==> src/design/spsq_pkg.sv <==
// ----------------------------------------------------------------------------
// spsq_pkg: shared types and codes of the stable priority sorted queue
// Entry layout, status and function codes, and the control word that the
// queue hands to each storage cell.
// ----------------------------------------------------------------------------
package spsq_pkg;

  // default number of storage cells
  localparam int unsigned QueueDepth = 16;

  // function codes of an input word
  localparam logic FuncInsert = 1'b0;
  localparam logic FuncRemove = 1'b1;

  // status codes of a result word
  localparam logic [1:0] StatusOk    = 2'd0;
  localparam logic [1:0] StatusFull  = 2'd1;
  localparam logic [1:0] StatusEmpty = 2'd2;

  // one stored process entry
  typedef struct packed {
    logic [7:0]  process_id;
    logic [15:0] burst_length;
    logic [3:0]  rank;
  } entry_t;

  // per-cell control from the queue
  typedef struct packed {
    logic       shift_in;   // insert that changes the store
    logic       shift_out;  // remove that changes the store
    logic       occupied;   // cell holds a valid entry
    logic [3:0] rank;       // rank of the incoming entry
  } cell_ctrl_t;

endpackage

==> src/design/spsq_cell.sv <==
// ----------------------------------------------------------------------------
// spsq_cell: one storage cell of the sorted queue
// Holds one entry. On an insert it keeps its entry, takes the new one, or
// takes its left neighbor's; on a remove it takes its right neighbor's.
// ----------------------------------------------------------------------------
module spsq_cell (
  input  logic                clk_i,
  input  spsq_pkg::cell_ctrl_t ctrl_i,
  input  spsq_pkg::entry_t    new_entry_i,
  input  spsq_pkg::entry_t    left_entry_i,
  input  spsq_pkg::entry_t    right_entry_i,
  input  logic                left_keep_i,
  output logic                keep_o,
  output spsq_pkg::entry_t    entry_o
);

  spsq_pkg::entry_t entry_q, entry_d;

  // entry stays put when it ranks at or before the new one
  assign keep_o = ctrl_i.occupied && (entry_q.rank <= ctrl_i.rank);

  // next entry selection
  always_comb begin
    entry_d = entry_q;
    if (ctrl_i.shift_in) begin
      if (!keep_o) begin
        if (left_keep_i) begin
          entry_d = new_entry_i;
        end else begin
          entry_d = left_entry_i;
        end
      end
    end else if (ctrl_i.shift_out) begin
      entry_d = right_entry_i;
    end
  end

  // payload register, no reset
  always_ff @(posedge clk_i) begin
    entry_q <= entry_d;
  end

  assign entry_o = entry_q;

endmodule

==> src/design/stable_priority_sorted_queue.sv <==
// ----------------------------------------------------------------------------
// stable_priority_sorted_queue: bounded priority queue with stable insert
// A row of storage cells kept in rank order, with a registered result word.
// ----------------------------------------------------------------------------
// Each word is handled at once: all cells compare their rank with the
// incoming one in parallel and shift left or right in the same edge, so a
// new word is accepted in every cycle while the result register is free or
// being drained. The result appears in the cycle after acceptance and holds
// until taken. An insert (func 0) lands behind every stored entry of equal
// or smaller rank; a full queue drops it with status 1. A remove (func 1)
// returns the head, the smallest rank; on an empty queue it gives status 2
// and zero fields. fill_level is the entry count after the word, modulo 32.
// No clearing pass after reset: only the count and the valid flag are reset.
// ----------------------------------------------------------------------------
module stable_priority_sorted_queue #(
  parameter int unsigned QueueDepth = spsq_pkg::QueueDepth
) (
  input  logic        clk_i,
  input  logic        rst_ni,
  input  logic        in_valid_i,
  output logic        in_ready_o,
  input  logic        func_i,
  input  logic [7:0]  process_id_i,
  input  logic [15:0] burst_length_i,
  input  logic [3:0]  rank_i,
  output logic        out_valid_o,
  input  logic        out_ready_i,
  output logic [1:0]  status_o,
  output logic [7:0]  out_process_id_o,
  output logic [15:0] out_burst_length_o,
  output logic [3:0]  out_rank_o,
  output logic [4:0]  fill_level_o
);

  localparam int unsigned CountW = $clog2(QueueDepth + 1);

  logic [CountW-1:0] count_q, count_d;
  logic              out_valid_q;
  logic [1:0]        status_q, status_d;
  spsq_pkg::entry_t  result_q, result_d;

  logic accept, is_full, is_empty, do_insert, do_remove;

  spsq_pkg::entry_t new_entry;
  spsq_pkg::entry_t cell_entry [QueueDepth];
  logic [QueueDepth-1:0] cell_keep;

  // handshake: the result register parts the two sides
  assign in_ready_o = !out_valid_q || out_ready_i;
  assign accept     = in_valid_i && in_ready_o;

  assign is_full   = (count_q == CountW'(QueueDepth));
  assign is_empty  = (count_q == '0);
  assign do_insert = accept && (func_i == spsq_pkg::FuncInsert) && !is_full;
  assign do_remove = accept && (func_i == spsq_pkg::FuncRemove) && !is_empty;

  assign new_entry.process_id   = process_id_i;
  assign new_entry.burst_length = burst_length_i;
  assign new_entry.rank         = rank_i;

  // row of cells
  for (genvar g = 0; g < QueueDepth; g++) begin : g_cell
    spsq_pkg::cell_ctrl_t ctrl;
    spsq_pkg::entry_t     left_entry, right_entry;
    logic                 left_keep;

    assign ctrl.shift_in  = do_insert;
    assign ctrl.shift_out = do_remove;
    assign ctrl.occupied  = (CountW'(g) < count_q);
    assign ctrl.rank      = rank_i;

    if (g == 0) begin : g_first
      assign left_entry = new_entry;
      assign left_keep  = 1'b1;
    end else begin : g_mid
      assign left_entry = cell_entry[g-1];
      assign left_keep  = cell_keep[g-1];
    end

    if (g == QueueDepth - 1) begin : g_last
      assign right_entry = cell_entry[g];
    end else begin : g_inner
      assign right_entry = cell_entry[g+1];
    end

    spsq_cell u_cell (
      .clk_i         (clk_i),
      .ctrl_i        (ctrl),
      .new_entry_i   (new_entry),
      .left_entry_i  (left_entry),
      .right_entry_i (right_entry),
      .left_keep_i   (left_keep),
      .keep_o        (cell_keep[g]),
      .entry_o       (cell_entry[g])
    );
  end

  // count and result word
  always_comb begin
    count_d  = count_q;
    status_d = spsq_pkg::StatusOk;
    result_d = '0;
    if (func_i == spsq_pkg::FuncInsert) begin
      if (is_full) begin
        status_d = spsq_pkg::StatusFull;
      end else begin
        count_d = count_q + CountW'(1);
      end
    end else begin
      if (is_empty) begin
        status_d = spsq_pkg::StatusEmpty;
      end else begin
        count_d  = count_q - CountW'(1);
        result_d = cell_entry[0];
      end
    end
  end

  // control registers
  always_ff @(posedge clk_i or negedge rst_ni) begin
    if (!rst_ni) begin
      count_q     <= '0;
      out_valid_q <= 1'b0;
    end else begin
      if (accept) begin
        count_q     <= count_d;
        out_valid_q <= 1'b1;
      end else if (out_ready_i) begin
        out_valid_q <= 1'b0;
      end
    end
  end

  // result payload, no reset
  always_ff @(posedge clk_i) begin
    if (accept) begin
      status_q <= status_d;
      result_q <= result_d;
    end
  end

  // fill level modulo 32
  logic [CountW+4:0] count_ext;
  assign count_ext = {5'd0, count_q};

  assign out_valid_o        = out_valid_q;
  assign status_o           = status_q;
  assign out_process_id_o   = result_q.process_id;
  assign out_burst_length_o = result_q.burst_length;
  assign out_rank_o         = result_q.rank;
  assign fill_level_o       = count_ext[4:0];

  // count never passes the depth
  a_count_bound: assert property (@(posedge clk_i) disable iff (!rst_ni)
    count_q <= CountW'(QueueDepth))
    else $error("entry count above queue depth");

  // head and second cell stay in rank order
  a_head_order: assert property (@(posedge clk_i) disable iff (!rst_ni)
    (count_q >= CountW'(2)) |-> (cell_entry[0].rank <= cell_entry[1].rank))
    else $error("head entry out of rank order");

  // remove on an empty queue reports empty with zero rank
  a_empty_remove: assert property (@(posedge clk_i) disable iff (!rst_ni)
    (accept && func_i == spsq_pkg::FuncRemove && is_empty) |=>
      (status_q == spsq_pkg::StatusEmpty && result_q.rank == 4'd0 && count_q == '0))
    else $error("empty remove not reported");

  // a successful remove returns the old head
  a_remove_head: assert property (@(posedge clk_i) disable iff (!rst_ni)
    do_remove |=> (result_q == $past(cell_entry[0]) && status_q == spsq_pkg::StatusOk))
    else $error("remove did not return the head entry");

endmodule
==> config.mk <==
export PLATFORM = sky130hd
export DESIGN_NAME = stable_priority_sorted_queue
export DESIGN_NICKNAME = d
export VERILOG_FILES = /design/src/design/spsq_pkg.sv /design/src/design/spsq_cell.sv /design/src/design/stable_priority_sorted_queue.sv
export SDC_FILE = /design/constraint.sdc
export NUM_CORES = 1
export LEC_CHECK = 0
export BUFFER_PORTS_ARGS = -buffer_cell sky130_fd_sc_hd__buf_2
export CAP_MARGIN = 0
export CORE_MARGIN = 4
export CORE_UTILIZATION = 57
export DETAILED_ROUTE_END_ITERATION = 7
export PLACE_DENSITY_LB_ADDON = 0.2
export SETUP_SLACK_MARGIN = 0.05
export SLEW_MARGIN = 20
export SYNTH_ARGS = -nofsm -noshare
export SYNTH_HDL_FRONTEND = slang
export SYNTH_SLANG_ARGS = --single-unit
export TNS_END_PERCENT = 30
==> constraint.sdc <==
create_clock -name clk_i -period 4.16 [get_ports clk_i]
set_input_delay 0.416 -clock clk_i [delete_from_list [all_inputs] [get_ports clk_i]]
set_output_delay 0.416 -clock clk_i [all_outputs]
set_load 0.02 [all_outputs]
==> results by group <==
Power and ir drop
  • Psw: 5.54 mW
  • Clock network power share: 0.282
  • Post-layout power: 15.8 mW
  • Sw frac: 0.351
  • Power per cell area: 564 nW/um2
  • Lkg Pwr: 10.1 nW
  • Worst IR Drop VDD: 0.400 mV
  • Logic gate share of total power: 0.289
  • Pint: 10.2 mW
  • Flop pwr share: 0.429

CTS
  • Gates resized, CTS repair: 0
  • Htree depth: 2
  • Clk sinks: 484
  • CTS tree: yes
  • Root Driver: clkbuf_16
  • Skew-Pair Late Insertion Delay: 0.61 ns
  • Setup Buffers After CTS: 0
  • CTS buffer count: 51
  • Hold-fix buffers at CTS: 1
  • Clock-pin slew on the worst setup and hold paths: 0.06 ns
  • Clock Path Buffers: 3

Detailed routing
  • Vias per inst: 6.81
  • DRC: 0
  • Vias: 19800
  • Wire length per cell: 25.7 um
  • 1st-pass router iterations: 6
  • Post-route ant nets: 0
  • Detailed Route WL: 74800 um
  • DRT iter0 DRCs: 2801

STA
  • Hold Violations, Final: 0
  • Worst Max-Slew Pin Slew: 0.971 ns
  • Relative slew slack: 0.351
  • Clock Skew: 0.0222 ns
  • Fin Hold WS: 0.0263 ns
  • Fmax: 299 MHz
  • Final Worst Setup Slack: 0.821 ns
  • Fin crit period: 3.34 ns
  • Pins Over Slew Limit: 0
  • Setup_tns: 0 ns
  • RSZ-0062 raised after global routing: false
  • Final period util: 0.803
  • # setup viols final: 0

Critical path
  • Critical path arrival: 3.63 ns
  • CP Class: register to register
  • Worst path required time: 4.45 ns
  • Setup crit end kind: register
  • Worst R2R Path Depth: 6
  • Flop2flop setup slack: 0.82 ns
  • R2R Path Start: fill_level_o[1]
  • Worst setup SP type: register
  • Crit Path Max Fanout: 19
  • Worst setup path start: fill_level_o[1]
  • Critical Path End: g_cell[5].u_cell.entry_o[7]
  • FF-to-FF End: g_cell[5].u_cell.entry_o[7]

Job
  • Max-Cap Viols: 0

Placement
  • Pre-CTS WS: 0.836 ns
  • Placed cell count: 2818
  • HPWL Detailed: 46400 um
  • Port-buffer cells: 69
  • GPL Wtd Cong: 0.876
  • Cell Area, Placed: 26400 um2

Outcome
  • Status: finished clean

Yosys
  • Post-synthesis cell count: 2300
  • Mapped Nets: 2401
  • Synth area leader: edfxtp_1
  • Mapped Area: 25300 um2
  • Mapped Avg Cell Area: 11.0 um2
  • Sequential fraction of the synthesis area: 0.574
  • Async SR Flop Fraction: 0.0124
  • Synth Register Bits: 484
  • Post-synth top flop: edfxtp_1
  • Synth warn: 0
  • Number of synthesized flops with an enable pin: 478
  • Share of the synthesized area in the top cell type: 0.568
  • Ranking of synthesized cells by area: edfxtp_1, o211ai_1, nand2_1
  • Synth unique cells: 52

Floorplanning
  • Area of the core: 43500 um2
  • Die height: 219 um
  • Starting Density: 0.581
  • Width of the die: 219 um
  • Cell row count: 76
  • # IOs: 70
  • Total die area: 47800 um2

Cells and area
  • # nets final: 2388
  • Layout fillers: 3323
  • Post-route cell area: 28000 um2
  • Final Non-Filler Cells: 2911
  • Share of layout cells above drive strength 1: 0.118
  • Area grow syn2layout: 10.6%
  • Fin util: 0.643

GRT
  • First-pass GRT wire length: 114000 um
  • Initial antenna violation count: 4
  • Vias in the first global route: 19100
  • Gr ovfl total: 0
  • GRT Total Usage: 0.308
  • Largest net degree at the start of global routing: 103

Min path
  • Worst hold path type: input port to register
==> worst max-delay path, cell delays in order (launching register included) <==
cell and delay [ns]:
dfrtp_1 0.70, inv_1 0.20, ha_1 0.29, a31oi_2 0.22
nand2_1 0.61, nand2_1 0.72, buf_12 0.26
==> cell usage after synthesis, drive strengths merged (9+ instances only) <==
library cell and count:
clkbuf 135, nand3 295, mux2 28, and2 57
a221o 28, nor2 9, inv 29, mux2i 83
ha 68, edfxtp 478, buf 82, o211ai 322
a21oi 27, nor2b 11, o21ai 98, nand2 470
o221ai 13
==> flip-flops by register name (all words and copies together), names as in the netlist <==
name,cells
out_valid_o,1
status_o,2
out_process_id_o,8
out_burst_length_o,16
out_rank_o,4
g_cell.u_cell.entry_o,448
fill_level_o,5
==> layer usage <==
| metal | share of wire | vias to the layer above | track usage |
|---|---|---|---|
| li1 | - | 8716 | - |
| met5 | 0.00051 | - | 0 |
| met2 | 0.45 | 1205 | 0.479 |
| met1 | 0.40 | 9711 | 0.440 |
| met3 | 0.11 | 188 | 0.0606 |
| met4 | 0.036 | 6 | 0.101 |
==> power groups by stage <==
stage               clock [mW]  combinational, mW  sequential (mW)
floorplan                    0               2.91             6.71
global placement             0               4.31             6.82
detailed placement           0               4.45             6.84
CTS                       4.49               4.46             6.75
global route              4.69               4.83             6.82
finish                    4.45               4.56             6.76
==> layout by cell type, fill, tap and decap left out, types with 5 or more instances in the layout <==
master / count
edfxtp_1: 478
nand2_1: 467
o211ai_1: 322
nand3_1: 288
mux2i_1: 83
buf_2: 69
ha_1: 68
buf_4: 68
and2_1: 56
o21ai_1: 56
clkbuf_16: 52
o21ai_0: 38
inv_1: 28
mux2_2: 28
a221o_1: 28
a21oi_1: 21
clkinv_1: 17
buf_12: 13
nor2b_1: 11
o221ai_1: 11
clkbuf_1: 10
a41o_1: 8
o2111ai_1: 7
nand3_2: 7
nor2_1: 7
or4_1: 6
dfrtp_1: 6
a21oi_4: 5
==> cell families after synthesis <==
logic type,after synthesis,share of synthesized area
and+or+nand+nor,862,0.154
AOI/OAI and AO/OA,523,0.149
DFF,484,0.574
buffers and inverters,246,0.0413
muxes,111,0.0454
adders and majority gates,68,0.0337
xor gates and xnor gates,6,0.00208
==> how the worst min path moves through the flow <==
| stage | from | endpoint | slack [ns] | cells after the start |
|---|---|---|---|---|
| after CTS | in_valid_i | out_valid_o | 0.008 | 2 |
| after floorplan | rst_ni | fill_level_o[0] | 0.12 | 0 |
| after global routing | in_valid_i | out_valid_o | 0.02 | 2 |
| after detailed placement | rst_ni | fill_level_o[0] | 0.25 | 1 |
| after global placement | rst_ni | fill_level_o[2] | 0.25 | 1 |
| final | in_valid_i | out_valid_o | 0.03 | 2 |
==> area by class of cell <==
type                    instances  area (um2)  area share
clock inverters                27         235     0.00842
diodes                          3        7.51    0.000269
repair buffers                151        1130      0.0403
flip-flops and latches        484       14500       0.519
multi-input cells            1570        9900       0.354
clock buffers                  62        1340      0.0479
inverters                      29         109     0.00389
well taps                     585         732      0.0262
Power figures use the tool's default switching activity.
